$ cat config.mk
export PLATFORM = sky130hd
export DESIGN_NAME = cv_quantizer_with_guard_band_flat
export DESIGN_NICKNAME = d
export VERILOG_FILES = /design/src/design/cvq_pkg.sv /design/src/design/cvq_in_if.sv /design/src/design/cvq_out_if.sv /design/src/design/cvq_ctrl.sv /design/src/design/cvq_datapath.sv /design/src/design/cv_quantizer_with_guard_band.sv /design/src/flat_wrapper.sv
export SDC_FILE = /design/constraint.sdc
export NUM_CORES = 1
export LEC_CHECK = 0
export BUFFER_PORTS_ARGS = -buffer_cell sky130_fd_sc_hd__buf_2
export CAP_MARGIN = 20
export CORE_AREA = 2 2 149 151
export CTS_CLUSTER_DIAMETER = 40
export DETAILED_ROUTE_END_ITERATION = 12
export DIE_AREA = 0 0 151 153
export PLACE_DENSITY = 0.81
export SLEW_MARGIN = 20
export SYNTH_ARGS = -nofsm -noshare
export SYNTH_HDL_FRONTEND = slang
export SYNTH_HIERARCHICAL = 1
export SYNTH_SLANG_ARGS = --single-unit
$ cat constraint.sdc
create_clock -name i_clk -period 28.4 [get_ports i_clk]
set_input_delay 5.68 -clock i_clk [delete_from_list [all_inputs] [get_ports i_clk]]
set_output_delay 5.68 -clock i_clk [all_outputs]
set_load 0.1 [all_outputs]
$ cat src/design/cvq_pkg.sv
`timescale 1ns / 1ps

package cvq_pkg;

    localparam int SAMPLE_W = 12;
    localparam int COUNT_W  = 8;
    localparam int LEVEL_W  = 9;
    localparam int STEP_W   = 13;
    localparam int GUARD_W  = 12;
    localparam int TARGET_W = LEVEL_W + STEP_W;
    localparam int DIV_CNT_W = 4;

    localparam logic [STEP_W-1:0]    FULL_SCALE   = 13'd4096;
    localparam logic [SAMPLE_W-1:0]  TOP_SAMPLE   = 12'hFFF;
    localparam logic [COUNT_W-1:0]   COUNT_RESET  = 8'd16;
    localparam logic [DIV_CNT_W-1:0] DIV_STEPS    = 4'd13;
    localparam logic [14:0]          THIRD_RECIP  = 15'd21846;

    typedef struct packed {
        logic cap_sample;
        logic div_start_step;
        logic div_start_quant;
        logic step_load;
        logic eval_load;
        logic commit;
    } t_cmd;

    typedef struct packed {
        logic div_last;
        logic need_quant;
        logic out_space;
    } t_status;

endpackage

$ cat src/design/cvq_in_if.sv
`timescale 1ns / 1ps

interface cvq_in_if;
    import cvq_pkg::*;

    logic                valid;
    logic                ready;
    logic [SAMPLE_W-1:0] cv_sample;

    modport source (output valid, output cv_sample, input ready);
    modport sink   (input valid, input cv_sample, output ready);
endinterface

$ cat src/design/cvq_out_if.sv
`timescale 1ns / 1ps

interface cvq_out_if;
    import cvq_pkg::*;

    logic               valid;
    logic               ready;
    logic               changed;
    logic [LEVEL_W-1:0] level;

    modport source (output valid, output changed, output level, input ready);
    modport sink   (input valid, input changed, input level, output ready);
endinterface

$ cat src/design/cvq_ctrl.sv
`timescale 1ns / 1ps

module cvq_ctrl (
    input  logic             i_clk,
    input  logic             i_rst_n,
    input  logic             i_in_valid,
    output logic             o_in_ready,
    input  logic             i_cfg_we,
    input  cvq_pkg::t_status i_status,
    output cvq_pkg::t_cmd    o_cmd
);
    import cvq_pkg::*;

    typedef enum logic [5:0] {
        S_IDLE  = 6'b000001,
        S_SDIV  = 6'b000010,
        S_GUARD = 6'b000100,
        S_EVAL  = 6'b001000,
        S_QDIV  = 6'b010000,
        S_FIN   = 6'b100000
    } t_state;

    t_state r_state, n_state;
    logic   r_dirty, n_dirty;

    always_comb begin
        n_state    = r_state;
        n_dirty    = r_dirty;
        o_cmd      = '0;
        o_in_ready = 1'b0;
        unique case (r_state)
            S_IDLE: begin
                o_in_ready = 1'b1;
                if (i_in_valid) begin
                    o_cmd.cap_sample = 1'b1;
                    if (r_dirty) begin
                        o_cmd.div_start_step = 1'b1;
                        n_state = S_SDIV;
                    end else begin
                        n_state = S_EVAL;
                    end
                end
            end
            S_SDIV: begin
                if (i_status.div_last) begin
                    n_state = S_GUARD;
                end
            end
            S_GUARD: begin
                o_cmd.step_load = 1'b1;
                n_dirty = 1'b0;
                n_state = S_EVAL;
            end
            S_EVAL: begin
                o_cmd.eval_load = 1'b1;
                if (i_status.need_quant) begin
                    o_cmd.div_start_quant = 1'b1;
                    n_state = S_QDIV;
                end else begin
                    n_state = S_FIN;
                end
            end
            S_QDIV: begin
                if (i_status.div_last) begin
                    n_state = S_FIN;
                end
            end
            S_FIN: begin
                if (i_status.out_space) begin
                    o_cmd.commit = 1'b1;
                    n_state = S_IDLE;
                end
            end
            default: begin
                n_state = S_IDLE;
            end
        endcase
        if (i_cfg_we) begin
            n_dirty = 1'b1;
        end
    end

    always_ff @(posedge i_clk) begin
        if (!i_rst_n) begin
            r_state <= S_IDLE;
            r_dirty <= 1'b1;
        end else begin
            r_state <= n_state;
            r_dirty <= n_dirty;
        end
    end

endmodule

$ cat src/design/cvq_datapath.sv
`timescale 1ns / 1ps

module cvq_datapath (
    input  logic                          i_clk,
    input  logic                          i_rst_n,
    input  logic                          i_cfg_we,
    input  logic [cvq_pkg::COUNT_W-1:0]   i_cfg_data,
    input  logic [cvq_pkg::SAMPLE_W-1:0]  i_cv_sample,
    input  cvq_pkg::t_cmd                 i_cmd,
    output cvq_pkg::t_status              o_status,
    input  logic                          i_out_ready,
    output logic                          o_out_valid,
    output logic                          o_out_changed,
    output logic [cvq_pkg::LEVEL_W-1:0]   o_out_level
);
    import cvq_pkg::*;

    logic [COUNT_W-1:0]   r_step_count;
    logic [SAMPLE_W-1:0]  r_sample;
    logic [STEP_W-1:0]    r_step;
    logic [GUARD_W-1:0]   r_guard;
    logic [LEVEL_W-1:0]   r_held;
    logic                 r_upd;
    logic                 r_endpt;
    logic [STEP_W-1:0]    r_rem;
    logic [STEP_W-1:0]    r_quo;
    logic [STEP_W-1:0]    r_dvs;
    logic [DIV_CNT_W-1:0] r_cnt;
    logic                 r_out_valid;
    logic                 r_out_changed;
    logic [LEVEL_W-1:0]   r_out_level;

    logic [COUNT_W-1:0]  w_steps;
    logic [STEP_W:0]     w_shift;
    logic                w_fits;
    logic [28:0]         w_gprod;
    logic [GUARD_W-1:0]  w_guard;
    logic [TARGET_W-1:0] w_target;
    logic [TARGET_W-1:0] w_samp;
    logic [TARGET_W-1:0] w_dist;
    logic                w_endpt;
    logic                w_over;
    logic [STEP_W-1:0]   w_qdividend;
    logic [LEVEL_W-1:0]  w_q;

    assign w_steps = (r_step_count == '0) ? COUNT_W'(1) : r_step_count;

    assign w_shift = {r_rem, r_quo[STEP_W-1]};
    assign w_fits  = (w_shift >= {1'b0, r_dvs});

    assign w_gprod = 29'({r_quo, 1'b0}) * 29'(THIRD_RECIP);
    assign w_guard = (w_gprod[27:16] == '0) ? GUARD_W'(1) : w_gprod[27:16];

    assign w_target = TARGET_W'(r_held) * TARGET_W'(r_step);
    assign w_samp   = TARGET_W'(r_sample);
    assign w_dist   = (w_target >= w_samp) ? (w_target - w_samp) : (w_samp - w_target);
    assign w_endpt  = (r_sample == '0) || (r_sample == TOP_SAMPLE);
    assign w_over   = (w_dist > TARGET_W'(r_guard));

    assign w_qdividend = STEP_W'(r_sample) + STEP_W'(r_step[STEP_W-1:1]);
    assign w_q         = r_quo[LEVEL_W-1:0];

    assign o_status.div_last   = (r_cnt == DIV_CNT_W'(1));
    assign o_status.need_quant = w_endpt || w_over;
    assign o_status.out_space  = !r_out_valid || i_out_ready;

    always_ff @(posedge i_clk) begin
        if (!i_rst_n) begin
            r_step_count <= COUNT_RESET;
        end else if (i_cfg_we) begin
            r_step_count <= i_cfg_data;
        end
    end

    always_ff @(posedge i_clk) begin
        if (i_cmd.cap_sample) begin
            r_sample <= i_cv_sample;
        end
        if (i_cmd.step_load) begin
            r_step  <= r_quo;
            r_guard <= w_guard;
        end
        if (i_cmd.eval_load) begin
            r_upd   <= w_endpt || w_over;
            r_endpt <= w_endpt;
        end
    end

    always_ff @(posedge i_clk) begin
        if (!i_rst_n) begin
            r_cnt <= '0;
        end else if (i_cmd.div_start_step || i_cmd.div_start_quant) begin
            r_cnt <= DIV_STEPS;
        end else if (r_cnt != '0) begin
            r_cnt <= r_cnt - DIV_CNT_W'(1);
        end
    end

    always_ff @(posedge i_clk) begin
        if (i_cmd.div_start_step) begin
            r_rem <= '0;
            r_quo <= FULL_SCALE;
            r_dvs <= STEP_W'(w_steps);
        end else if (i_cmd.div_start_quant) begin
            r_rem <= '0;
            r_quo <= w_qdividend;
            r_dvs <= r_step;
        end else if (r_cnt != '0) begin
            if (w_fits) begin
                r_rem <= STEP_W'(w_shift - {1'b0, r_dvs});
                r_quo <= {r_quo[STEP_W-2:0], 1'b1};
            end else begin
                r_rem <= w_shift[STEP_W-1:0];
                r_quo <= {r_quo[STEP_W-2:0], 1'b0};
            end
        end
    end

    always_ff @(posedge i_clk) begin
        if (!i_rst_n) begin
            r_held      <= '0;
            r_out_valid <= 1'b0;
        end else if (i_cmd.commit) begin
            if (r_upd) begin
                r_held <= w_q;
            end
            r_out_valid <= 1'b1;
        end else if (i_out_ready) begin
            r_out_valid <= 1'b0;
        end
    end

    always_ff @(posedge i_clk) begin
        if (i_cmd.commit) begin
            r_out_level   <= r_upd ? w_q : r_held;
            r_out_changed <= r_upd && (!r_endpt || (w_q != r_held));
        end
    end

    assign o_out_valid   = r_out_valid;
    assign o_out_changed = r_out_changed;
    assign o_out_level   = r_out_level;

endmodule

$ cat src/design/cv_quantizer_with_guard_band.sv
`timescale 1ns / 1ps

// channel   dir  transfer when           payload
// i_in      in   valid && ready          cv_sample[11:0]
// o_out     out  valid && ready          changed, level[8:0]
// i_cfg_*   in   i_cfg_we                step_count[7:0]
//
// A sample that needs re-quantizing passes through accept, evaluate, the
// shared restoring divider and commit; any other skips the divider. The
// first sample after reset or a step_count write also passes through the
// step-size division and guard band. Reset is synchronous; the held level
// clears to zero. A stalled output holds its result while the next sample
// is accepted; commit waits only at the output register.

module cv_quantizer_with_guard_band (
    input  logic                         i_clk,
    input  logic                         i_rst_n,
    cvq_in_if.sink                       i_in,
    cvq_out_if.source                    o_out,
    input  logic                         i_cfg_we,
    input  logic [cvq_pkg::COUNT_W-1:0]  i_cfg_data
);
    import cvq_pkg::*;

    t_cmd    w_cmd;
    t_status w_status;
    logic    w_in_ready;

    cvq_ctrl u_ctrl (
        .i_clk      (i_clk),
        .i_rst_n    (i_rst_n),
        .i_in_valid (i_in.valid),
        .o_in_ready (w_in_ready),
        .i_cfg_we   (i_cfg_we),
        .i_status   (w_status),
        .o_cmd      (w_cmd)
    );

    cvq_datapath u_datapath (
        .i_clk         (i_clk),
        .i_rst_n       (i_rst_n),
        .i_cfg_we      (i_cfg_we),
        .i_cfg_data    (i_cfg_data),
        .i_cv_sample   (i_in.cv_sample),
        .i_cmd         (w_cmd),
        .o_status      (w_status),
        .i_out_ready   (o_out.ready),
        .o_out_valid   (o_out.valid),
        .o_out_changed (o_out.changed),
        .o_out_level   (o_out.level)
    );

    assign i_in.ready = w_in_ready;

`ifndef NO_ASSERTIONS
    a_commit_space: assert property (@(posedge i_clk) disable iff (!i_rst_n)
        w_cmd.commit |-> w_status.out_space)
        else $error("commit without output space");

    a_one_in_flight: assert property (@(posedge i_clk) disable iff (!i_rst_n)
        (i_in.valid && i_in.ready) |=> !i_in.ready)
        else $error("second sample accepted while one is in flight");

    a_commit_shows: assert property (@(posedge i_clk) disable iff (!i_rst_n)
        w_cmd.commit |=> o_out.valid)
        else $error("committed result not presented");

    a_no_overlap: assert property (@(posedge i_clk) disable iff (!i_rst_n)
        !(w_cmd.commit && (w_cmd.div_start_quant || w_cmd.div_start_step)))
        else $error("commit overlaps divider start");
`endif

endmodule
$ cat src/flat_wrapper.sv
// flat-port wrapper written by rule: the top's interface ports become plain ports
module cv_quantizer_with_guard_band_flat import cvq_pkg::*;
  (i_clk, i_rst_n, i_cfg_we, i_cfg_data, i_in_valid, i_in_cv_sample, i_in_ready, o_out_valid, o_out_changed, o_out_level, o_out_ready);
  cvq_in_if i_in_i ();
  cvq_out_if o_out_i ();
  input  logic i_clk;
  input  logic i_rst_n;
  input  logic i_cfg_we;
  input  logic [cvq_pkg::COUNT_W-1:0] i_cfg_data;
  input wire logic [$bits(i_in_i.valid)-1:0] i_in_valid;
  input wire logic [$bits(i_in_i.cv_sample)-1:0] i_in_cv_sample;
  output wire logic [$bits(i_in_i.ready)-1:0] i_in_ready;
  output wire logic [$bits(o_out_i.valid)-1:0] o_out_valid;
  output wire logic [$bits(o_out_i.changed)-1:0] o_out_changed;
  output wire logic [$bits(o_out_i.level)-1:0] o_out_level;
  input wire logic [$bits(o_out_i.ready)-1:0] o_out_ready;
  assign i_in_i.valid = i_in_valid;
  assign i_in_i.cv_sample = i_in_cv_sample;
  assign i_in_ready = i_in_i.ready;
  assign o_out_valid = o_out_i.valid;
  assign o_out_changed = o_out_i.changed;
  assign o_out_level = o_out_i.level;
  assign o_out_i.ready = o_out_ready;
  cv_quantizer_with_guard_band u_core (.i_clk(i_clk), .i_rst_n(i_rst_n), .i_in(i_in_i), .o_out(o_out_i), .i_cfg_we(i_cfg_we), .i_cfg_data(i_cfg_data));
endmodule
==> results.md, run 1 <==
- The area of the core is 21500 um^2.
- The number of antenna violations at the first check in global routing is 0.
- Sequential cells burn 22.5% of the power.
- The flow ran to the end, and the final reports show no timing, DRC or antenna violations.
- The fraction of power spent switching nets is 44.6%.
- The post-placement cell count is 1749.
- The routability-driven placement congestion ratio is 0.919.
- Leaving out fill and tap cells, the most frequent cell in the layout is inv_1.
- The routed layout has 10600 vias.
- In this run, CTS created clock tree buffers numbering 17.
- The slowest stage of the critical path is the or4_1 cell.
- The sum of negative setup slack is 0 ns.
- Using the TritonRoute via totals, the vias-per-cell ratio works out to 5.96.
- The worst ir drop on vdd is 0.118 mV.
- During placement, the flow inserted port buffers numbering 36.
- In the layout the commonest cells are inv_1 (243), ha_1 (177), fa_1 (127).
- The placed standard-cell area is 14100 um^2.
- The share of post-route cells with drive strength above 1 is 7.40%.
- The routed wire length is 32000 um.
- The floorplan step set the die height to 153 um.
- The clock tree from TritonCTS is yes.
- The total clock sinks is 117.
- Among all flip-flop cells after synthesis, the most frequent one is dfxtp_1.
- Between clock sinks in the finished design, the worst skew comes to 0.0225 ns.
- The first routing iteration left 946 violations.
- The relative max-transition margin is 26.2%.
- In the finished design, the share of the clock period the worst path needs comes to 39.7%.
- The pre-antenna-repair detailed-routing pass consisted of 7 iterations.
- The number of H-tree levels is 4.
- The sort of element at the end of the critical path is a flop.
- The final hold violation count is 0.
- Derived from the worst setup path, the maximum achievable clock frequency is 0.0886 GHz.
- The capture instance of the worst register-to-register path is u_core/u_datapath/r_rem[1].
- The largest fanout of any net on the critical path is 30.
- For the worst flop-to-flop path, the logic depth is 36.
- The async set-reset flop share out of synthesis is 0%.
- The average cell area after synthesis is 9.29 um^2.
- No sink is reached through more buffers than the 2 on the longest clock path.
- After clock tree synthesis, the clock-pin slew on the worst setup and hold paths is 0.07 ns.
- The initialized floorplan defines 54 standard-cell rows.
- The first global-routing pass estimated 52900 um of wire.
- The transition time at the pin with the least slew margin is 1.11 ns.
- The ratio of total power to cell area is 78.8 nW/um^2.
- During I/O placement, the number of pins put on the boundary was 37.
- The reg-to-reg setup timing slack is 17.11 ns.
- Measured along the x axis, the die boundary spans 151 um.
- Global routing consumed, over all layers together, 28.9% of the routing resources.
- The detailed placement HPWL is 25000 um.
- Setup repair after global routing left no endpoint under its margin.
- The number of filler instances in the final layout is 1630.
- After clock tree synthesis, the flow added hold-fix buffers numbering 0.
- After detailed routing, the average wire length per cell comes to 18.0 um.
- The repair_antennas step left the layout with diodes totalling 0.
- The number of setup violations in the final report is 0.
- The root cell of the clock tree is clkbuf_16.
- The synthesis-stage register bit count is 117.
- The internal power component is 0.643 mW.
- The count of nets left with antenna violations once routing finished came out at 0.
- The final count of pins violating max slew is 0.
- The startpoint-to-endpoint class of the critical path is reg2reg.
- After clock tree synthesis, the repair step resized 0 gates.
- For this design the total switching power over the nets is 0.518 mW.
- The count of yosys warnings during synthesis is 6.
- The most numerous cell type found on the critical path is fa_1.
- The beginning of the worst register-to-register path is u_core/u_datapath/r_held[8].
- The count of non-filler cells in the finished layout is 1781.
- Summing all non-filler instances in the final layout gives an area of 14700 um^2.
- Once the floorplan was initialized, standard cells occupied 64.3% of the core.
- From synthesis to final layout, the design area changed by 6.66%.
- The minimum period implied by the final worst setup slack is 11.29 ns.
- The end of the critical path is u_core/u_datapath/r_rem[1].
- The clock share of power is 18.7%.
- Clock latency on the worst-skew pair, taken at its later pin, is 0.43 ns.
- Hold is met by 0.510 ns.
- The startpoint type of the worst setup path is a flop.
- The share of the yosys chip area belonging to registers is 21.1%.
- The critical path starts at u_core/u_datapath/r_held[8].
- In this run the worst hold path is classified as reg2reg.
- The area of the die is 23100 um^2.
- The distinct cell type count of the synthesized netlist is 88.
- The number of enable flip-flop cells after synthesis is 57.
- After detailed routing, the number of remaining DRC violations is 0.
- In the synthesized netlist, the number of instances is 1488.
- Data on the critical path is required at its endpoint by 28.76 ns.
- Global routing finished with a remaining overflow of 0.
- The total power is 1.16 mW.
- For this run, the slowest stage of the critical path takes 0.83 ns.
- The number of global-route vias before repair is 10600.
- For this design the static power due to leakage is 7.32 nW.
- The number of violations of the max-capacitance limit is 0.
- After clock tree synthesis, the setup repair step added 0 buffers.
- Of the total power, combinational logic draws 58.7%.
- The arrival time at the worst endpoint is 11.65 ns.
- The net count of the mapped netlist is 1817.
- The synthesized netlist occupies a cell area of 13800 um^2.
- Entering global routing, the biggest net connects 35 pins.
- The number of nets in the layout is 1817.
flip-flops by register name (all words and copies together), names as in the netlist, 6 cells and up:
register,count
u_core/u_datapath/r_held,9
u_core/u_datapath/r_rem,13
u_core/u_datapath/r_step_count,8
u_core/u_datapath/r_quo,13
u_core/u_datapath/o_out_level,9
u_core/u_datapath/r_dvs,13
u_core/u_ctrl/r_state,6
u_core/u_datapath/r_sample,12
u_core/u_datapath/r_step,13
u_core/u_datapath/r_guard,12
per-layer routing:
metal	share of wire (%)	up-vias	track usage, %	routed length [um]
met5	0	-	0	0
met4	2.8	0	9.30	881
met3	6.3	66	4.87	2000
met2	48	361	47.5	15500
met1	43	5163	39.1	13600
li1	-	5029	-	-
per-stage QoR:
stage | setup WS, ns | utilization, %
global route | 16.50 | 68.6
floorplan | 19.38 | -
detailed placement | 17.31 | 65.8
finish | 17.11 | 68.6
CTS | 17.30 | 68.6
global placement | 17.74 | 65.8
area by class of cell:
| class | instances | area, um^2 | area share [%] |
|---|---|---|---|
| Clock inverter | 13 | 148 | 1.00 |
| Sequential cell | 117 | 2910 | 19.8 |
| Tap cell | 280 | 350 | 2.38 |
| Clock buffer | 19 | 454 | 3.08 |
| Multi-Input combinational cell | 1070 | 9760 | 66.2 |
| Timing Repair Buffer | 38 | 195 | 1.32 |
| Inverter | 244 | 916 | 6.21 |
cells in the mapped netlist (3+ instances only):
master / n / area share (%)
inv_1: 243 / 6.6
ha_1: 177 / 16
fa_1: 127 / 18
nand2_1: 91 / 2.5
a21oi_1: 79 / 2.9
and2_1: 79 / 3.6
dfxtp_1: 60 / 8.7
edfxtp_1: 57 / 12
nor2_1: 55 / 1.5
o21ai_0: 51 / 1.8
clkbuf_1: 49 / 1.3
mux2i_1: 45 / 3.3
xnor2_1: 43 / 2.7
a21o_1: 32 / 1.7
nor3_1: 30 / 1.1
a211oi_1: 24 / 1.3
xor2_1: 24 / 1.5
nand4_1: 16 / 0.72
o21a_1: 16 / 0.87
mux2_2: 15 / 1.2
nand2b_1: 14 / 0.63
nor2b_1: 12 / 0.54
o211ai_1: 12 / 0.65
and3_1: 11 / 0.50
nand3_1: 11 / 0.40
nor4_1: 7 / 0.32
or3_1: 7 / 0.32
nand4b_1: 6 / 0.38
a21boi_0: 5 / 0.27
a31oi_1: 4 / 0.18
buf_1: 4 / 0.11
o22ai_1: 4 / 0.18
a221oi_1: 3 / 0.19
a311oi_1: 3 / 0.19
nand3b_1: 3 / 0.16
o41ai_1: 3 / 0.19
or2_2: 3 / 0.14
power groups by stage:
stage / sequential, mW / combinational (mW) / clock [mW]
floorplan: 0.245 / 0.531 / 0
global placement: 0.262 / 0.646 / 0
detailed placement: 0.262 / 0.668 / 0
CTS: 0.260 / 0.680 / 0.220
global route: 0.264 / 0.770 / 0.227
finish: 0.262 / 0.682 / 0.218
worst min path at each step:
stage	from	end	slack, ns	depth (start not counted)
final	u_core/u_ctrl/r_dirty	u_core/u_ctrl/r_dirty	0.51	2
after global routing	u_core/u_datapath/r_dvs[10]	u_core/u_datapath/r_dvs[10]	0.55	2
after CTS	u_core/u_ctrl/r_dirty	u_core/u_ctrl/r_dirty	0.51	2
after detailed placement	u_core/u_datapath/r_dvs[10]	u_core/u_datapath/r_dvs[10]	0.49	2
after global placement	u_core/u_datapath/r_rem[0]	u_core/u_datapath/r_rem[0]	0.48	2
after floorplan	u_core/u_datapath/r_rem[0]	u_core/u_datapath/r_rem[0]	0.45	2
critical path: cells and delay by family (launching register included):
| family | cells | cell delay (ns) |
|---|---|---|
| simple gates | 10 | 3.65 |
| fa+ha+maj | 7 | 3.13 |
| compound gates | 11 | 2.05 |
| buf+inv | 5 | 1.04 |
| flops | 1 | 0.63 |
| xor+xnor | 2 | 0.42 |
| mux | 1 | 0.26 |
cells by family (layout without fill, tap and decap cells):
| kind of cell | after synthesis | in the layout | synth area share, % |
|---|---|---|---|
| multiplexers | 60 | 60 | 4.48 |
| AND/OR/NAND/NOR | 369 | 369 | 14.5 |
| adder cells (fa/ha/maj) | 304 | 304 | 34.4 |
| buffers and inverters | 301 | 314 | 8.28 |
| AO/OA/AOI/OAI | 270 | 270 | 13.0 |
| flip-flops | 117 | 117 | 21.1 |
| XOR/XNOR | 67 | 67 | 4.25 |
Power figures use the tool's default switching activity.
==> run 2: changes to the inputs <==
CORE_AREA = 2 2 157 159   (was 2 2 149 151)
DIE_AREA = 0 0 159 161   (was 0 0 151 153)
PLACE_DENSITY = 0.77   (was 0.81)
clock period = 9.4 ns   (was 28.4 ns; I/O delays follow)
==> results.md, run 2 (synthesis results as in run 1) <==
- The flow ran to the end, and the final reports show no timing, DRC or antenna violations.
- The critical-path cell with the highest stage delay is or4_4.
- The final hold violation count came to 0.
- The sort of element at the end of the critical path is a flop.
- In the final routed layout, each cell accounts on average for 17.5 um.
- The total global-route track usage is 26.1%.
- Of all nets on the critical path, the largest fanout is 29.
- The root cell of the clock tree is clkbuf_16.
- The initial core utilization is 57.7%.
- Input and output buffers added on the ports amount to 36.
- On the final layout, the worst clock skew is 0.0106 ns.
- The number of setup violations in the final report is 0.
- The hold path startpoint is u_core/u_ctrl/r_dirty.
- The design draws 3.49 mW.
- The logic depth of the worst register-to-register path is 36.
- TritonCTS built the clock tree.
- The floorplan step defined a die boundary enclosing 25600 um^2.
- The count of antenna diodes in the layout is 0.
- The floorplan die height is 161 um.
- The detail-routed via count per cell is 5.72.
- The number of standard-cell rows in the floorplan is 57.
- Setup repair after global routing could not meet its margin everywhere.
- The worst ir drop on vdd is 0.300 mV.
- The number of violations reported at the end of detailed-routing iteration 0 is 774.
- The static leakage power is 7.50 nW.
- The endpoint identified for the worst register-to-register timing path is u_core/u_datapath/r_quo[12].
- The total clock sinks is 117.
- Summing all placed instances gives a cell area of 14400 um^2.
- Per report_power, the clock group accounts for 18.2% of the total.
- The first global-routing pass estimated 54000 um of wire.
- After detailed routing, the number of remaining DRC violations is 0.
- Registers are responsible for 22.6% of the overall power.
- The number of H-tree levels is 4.
- The number of optimization iterations in the first detailed-route pass is 6.
- Across all hold checks on the routed design, the worst slack comes to 0.515 ns.
- The end of the critical path is u_core/u_datapath/r_quo[12].
- The worst min-delay path category is reg2reg.
- In this run the power spent charging and discharging nets is 1.58 mW.
- The area of the core is 24000 um^2.
- For the worst setup path, the data required time is 9.71 ns.
- The transition time at the pin with the least slew margin is 1.03 ns.
- After the last flow step, the layout net total stands at 1850.
- Based on the critical path, the design can be clocked at up to 0.111 GHz.
- TritonCTS created 17 clock buffers.
- The reg-to-reg setup timing slack is 0.37 ns.
- The pin count of the biggest net entering global routing is 35.
- In this run the power density over the cells is 231 nW/um^2.
- The fraction of power spent switching nets is 45.1%.
- After detailed routing, the total wire length is 32500 um.
- In this run, the combinational gates consume 59.2% of the power.
- Cells fill 63.1% of the core in the end.
- Clock latency on the worst-skew pair, taken at its later pin, is 0.42 ns.
- The leading cell type in the layout, fill and taps excluded is inv_1.
- The sequential cell area is 2920 um^2.
- The worst setup path is of the reg2reg kind.
- The area growth from synthesis to layout is 9.46%.
- Max-cap violations in this run came to 0.
- The total overflow reported by the global router is 0.
- The internal power component is 1.92 mW.
- The relative max-transition margin is 31.4%.
- After clock tree synthesis, the clock-pin slew on the worst setup and hold paths is 0.06 ns.
- The number of antenna violations at the first check in global routing is 0.
- In the final layout, the share of cells above drive strength 1 is 10.4%.
- In this run the remaining antenna-violating nets after routing total 0.
- The horizontal die dimension is 159 um.
- The startpoint type of the worst setup path is a flop.
- Summing all multi-input logic gate instances after layout gives 9870 um^2.
- The number of placed I/O pins is 37.
- The number of global-route vias before repair came to 10900.
- In this run the worst setup path begins at u_core/u_datapath/r_step[5].
- The total vias in the final route is 10600.
- The final count of pins violating max slew is 0.
- Counting the fill cells in the layout gives 1974.
- The worst register-to-register path begins at u_core/u_datapath/r_step[5].
- The detailed placement HPWL is 25400 um.
- For the finished layout, the period the worst path requires is 9.03 ns.
- Data on the critical path arrives at its endpoint at 9.34 ns.
- The hold buffer count at CTS is 0.
- The cell seen most often among critical-path stages is fa_1.
- In the layout the commonest cells are inv_1 (242), ha_1 (172), fa_1 (127).
- The design area is 15100 um^2.
- Counting along the longest clock path gives a buffer depth of 2.
- The post-route clock period utilization is 96.1%.
- The biggest cell delay along the critical path is 0.67 ns.
- The routability-driven placement congestion ratio is 0.954.
-- run 2: cell types whose count changed in the layout (fill, tap and decap cells not counted), moves of 3 or more --
| cell | previous run | this run |
|---|---|---|
| buf_4 | 2 | 35 |
| clkinv_4 | 6 | 3 |
| ha_1 | 177 | 172 |
| ha_4 | 0 | 4 |
| inv_8 | 0 | 3 |
-- run 2: metrics by stage --
step | worst slack (ns) | setup TNS [ns] | instances
finish | 0.368 | 0 | 1858
global route | -0.115 | -0.394 | 1858
CTS | 0.0810 | 0 | 1851
detailed placement | -0.0881 | -0.292 | 1819
global placement | 0.255 | 0 | 1819
floorplan | 0.375 | 0 | 1488
-- run 2: timing repair --
action                                  in CTS  in global routing
buffers inserted                             0                  7
endpoints found under the setup margin       5                 44
pin swaps                                    0                  7
resized for setup                            1                 23
-- run 2: area by class of cell --
type / instances / share of cell area, %
flip-flops and latches: 117 / 19.3
inverters: 244 / 6.06
multi-input cells: 1070 / 65.3
clock buffers: 18 / 2.84
clock inverters: 14 / 0.951
well taps: 324 / 2.68
repair buffers: 71 / 2.93
-- run 2: worst min-delay path by stage --
| stage | endpoint | cells after the start |
|---|---|---|
| 6_report | u_core/u_ctrl/r_dirty | 2 |
| 5_1_grt | u_core/u_datapath/r_rem[0] | 2 |
| 4_1_cts | u_core/u_ctrl/r_dirty | 2 |
| 3_5_place_dp | u_core/u_datapath/r_rem[0] | 2 |
| 3_3_place_gp | u_core/u_datapath/r_rem[0] | 2 |
| 2_1_floorplan | u_core/u_datapath/r_rem[0] | 2 |
-- run 2: power by group through the flow --
stage	Sequential (mW)	Combinational, mW	Clock [mW]
detailed placement	0.794	2.03	0
CTS	0.785	2.06	0.644
global route	0.797	2.37	0.671
floorplan	0.741	1.61	0
finish	0.789	2.07	0.637
global placement	0.793	1.98	0
-- run 2: layer usage --
metal | vias to the layer above | wire, um | GRT usage [%] | part of all wire [%]
met5 | - | 0 | 0 | 0
met3 | 57 | 1330 | 2.88 | 4.1
met1 | 5212 | 14200 | 34.2 | 44
met4 | 0 | 709 | 8.14 | 2.2
li1 | 5092 | - | - | -
met2 | 263 | 16200 | 45.6 | 50
-- run 2: critical path, delay by kind of cell, from the launching register on --
kind / cells / cell delay (ns)
mux: 1 / 0.16
fa+ha+maj: 7 / 2.98
compound gates: 12 / 1.69
simple gates: 10 / 2.70
flops: 1 / 0.45
xor+xnor: 2 / 0.44
buf+inv: 4 / 0.47
==> run 3: changes to the inputs <==
ABC_AREA = 1   (was unset)
CORE_AREA = 2 2 161 163   (was 2 2 157 159)
DIE_AREA = 0 0 163 165   (was 0 0 159 161)
SLEW_MARGIN = 0   (was 20)
SYNTH_HIERARCHICAL = unset   (was 1)
==> results.md, run 3 <==
- The sum of negative setup slack is 0 ns.
- Counting the buffers created by CTS gives 17.
- STA puts the critical path data arrival time at 9.03 ns.
- The clock tree from TritonCTS is yes.
- The transition time at the pin with the least slew margin is 0.979 ns.
- The pre-antenna-repair detailed-routing pass consisted of 5 iterations.
- The die is 165 um tall.
- The biggest cell delay along the critical path is 0.60 ns.
- Detailed placement ended at an HPWL of 29200 um.
- Dividing the detail-routed wire length by the instance count gives 15.8 um.
- The root cell of the clock tree is clkbuf_16.
- The share of the yosys chip area belonging to registers is 19.9%.
- The total clock sinks is 117.
- 37 I/O pins were placed.
- The clock insertion delay at the later pin of the skew report is 0.43 ns.
- The count of antenna diodes in the layout is 0.
- The async set-reset flop share out of synthesis is 0%.
- The number of enable flip-flop cells after synthesis is 57.
- In this run the core area contains 58 standard-cell rows.
- After synthesis the netlist holds a flip-flop and latch count of 117.
- The sort of element at the end of the critical path is a flop.
- Dividing total power by cell area gives a power density of 190 nW/um^2.
- The number of violations reported at the end of detailed-routing iteration 0 is 1134.
- The total overflow reported by the global router is 0.
- Entering global routing, the biggest net connects 35 pins.
- Data on the critical path is required at its endpoint by 9.70 ns.
- Leaving out fill and tap cells, the most frequent cell in the layout is inv_1.
- The maximum number of buffers from clock root to sink is 2.
- The total vias in the final route is 12700.
- In the post-route analysis, the smallest setup slack over all paths is 0.668 ns.
- The area added between synthesis and finish is 7.95%.
- The hold buffer count at CTS is 0.
- After synthesis, the cell types taking the most area are fa_1 (17%), ha_1 (15%), edfxtp_1 (12%), inv_1 (11%), nand2_1 (11%).
- The flow ran to the end, and the final reports show no timing, DRC or antenna violations.
- In the layout the commonest cells are inv_1 (440), nand2_1 (427), ha_1 (177).
- The final count of pins violating max slew is 0.
- The startpoint type of the worst setup path is a flop.
- The portion of synthesized cell area occupied by the leading cell type is 17.4%.
- During placement, the flow inserted port buffers numbering 36.
- The distinct cell type count of the synthesized netlist is 57.
- After layout, the design draws a total of 3.00 mW.
- The critical-path cell with the highest stage delay is edfxtp_1.
- Cells with a size suffix above 1 make up 6.64% of the layout.
- The number of filler instances in the final layout is 2172.
- Setup repair after global routing left no endpoint under its margin.
- Across the routed clock network, the largest skew measured is 0.0137 ns.
- The number of global-route vias before repair is 12700.
- Dividing the final minimum period by the clock period gives 92.9%.
- The number of nets in the layout is 2304.
- In the post-synthesis netlist, the cell with the most instances is inv_1.
- The average cell area after synthesis is 7.51 um^2.
- The largest fanout of any net on the critical path is 25.
- The static leakage power is 8.76 nW.
- The number of H-tree levels is 4.
- The area of the core is 25000 um^2.
- Counting instances in the post-synthesis netlist gives the leading cell types as inv_1 (440), nand2_1 (427), ha_1 (177).
- The final hold violation count was 0.
- For this configuration, the core starts out at a cell density of 58.4%.
- Setup violations remaining at the end of the flow were counted as 0.
- The detail route stage leaves a number of antenna-violating nets equal to 0.
- The relative max-transition margin is 34.4%.
- The combined area of all synthesized cells is 14600 um^2.
- The minimum period implied by the final worst setup slack is 8.73 ns.
- The worst min-delay path category is reg2reg.
- fa_1 takes more of the synthesized area than any other cell.
- The number of nets in the synthesized netlist is 2275.
- The count of yosys warnings during synthesis is 0.
- The number of antenna violations at the first check in global routing is 1.
- After clock tree synthesis, the clock-pin slew on the worst setup and hold paths is 0.06 ns.
- Dividing the detail-routed via count by the number of cells gives 5.49.
- The number of violations of the max-capacitance limit is 0.
- Derived from the worst setup path, the maximum achievable clock frequency is 0.115 GHz.
- Routability-driven placement finished with a final weighted congestion of 0.932.
- The cell count after synthesis is 1946.
- The total global-route track usage is 28.5%.
- The DRC violations left is 0.
- The worst ir drop on vdd is 0.254 mV.
- The startpoint-to-endpoint class of the critical path is reg2reg.
- Summed over all layers, the routed wires come to 36500 um.
- The most common flop cell mapped by yosys is dfxtp_1.
- The setup slack after placement is 0.721 ns.
- The floorplan step defined a die boundary enclosing 26900 um^2.
- Counting stages on the worst path, the most repeated cell is inv_1.
- The floorplan step set the die width to 163 um.
- The first-pass GRT wire length is 61100 um.
run 3: changes by cell type after synthesis, moves of 41 or more:
| cell | before | now |
|---|---|---|
| nor2_1 | 55 | 113 |
| mux2i_1 | 45 | 4 |
| nand3_1 | 11 | 74 |
| inv_1 | 243 | 440 |
| nand2_1 | 91 | 427 |
| o21ai_0 | 51 | 105 |
| and2_1 | 79 | 3 |
run 3: metrics by stage:
step                      utilization (%)  hold WS [ns]  area [um^2]  instances
after floorplan                         -         0.445        14600       1946
after global placement               60.1         0.463        15000       2270
after detailed placement             60.1         0.471        15000       2270
after CTS                            62.5         0.481        15600       2302
after global routing                 63.0         0.516        15800       2318
final                                63.0         0.483        15800       2318
run 3: layout make-up:
cell class | instances | area, um^2 | share of cell area (%)
clock inverter | 14 | 153 | 0.968
tap | 330 | 413 | 2.62
multi-input combinational | 1336 | 9820 | 62.2
clock buffer | 18 | 450 | 2.86
timing repair buffer | 58 | 345 | 2.19
inverter | 445 | 1670 | 10.6
sequential | 117 | 2920 | 18.5
run 3: repair_timing:
item	in CTS	in global routing
endpoints found under the hold margin	0	0
setup buffers	0	16
endpoints found under the setup margin	0	15
resized for setup	0	9
run 3: report_power, final:
part           internal, mW  switching [mW]
Combinational         0.606            1.01
Sequential            0.631          0.0849
Clock                 0.393           0.275
run 3: per-layer routing:
metal / GRT usage, % / vias up / routed length, um
met1: 36.9 / 5948 / 15800
met2: 48.2 / 507 / 17200
met4: 11.5 / 2 / 1290
met3: 3.99 / 93 / 2260
met5: 0 / - / 7
li1: - / 6182 / -
run 3: kinds of logic after synthesis:
logic type	count (synthesis)	synth area share, %
compound gates	274	10.5
xor+xnor	61	3.71
fa+ha+maj	304	32.6
buf+inv	493	12.9
flops	117	19.9
mux	4	0.274
simple gates	693	20.1
run 3: critical path, delay by kind of cell (launching register included):
family	cells	cell delay (ns)
flops	1	0.60
buf+inv	10	0.70
xor+xnor	2	0.45
fa+ha+maj	7	3.06
simple gates	17	2.10
compound gates	7	1.68
run 3: final timing paths:
check	from	to	slack, ns	cells past startpoint
setup / recovery	u_core.u_datapath.r_step[4]	u_core.u_datapath.r_cnt[3]	0.67	43
hold / removal	u_core.u_datapath.r_step_count[3]	u_core.u_datapath.r_step_count[3]	0.48	2
hold reg to reg	u_core.u_datapath.r_step_count[3]	u_core.u_datapath.r_step_count[3]	0.48	2
setup reg to reg	u_core.u_datapath.r_step[4]	u_core.u_datapath.r_cnt[3]	0.67	43
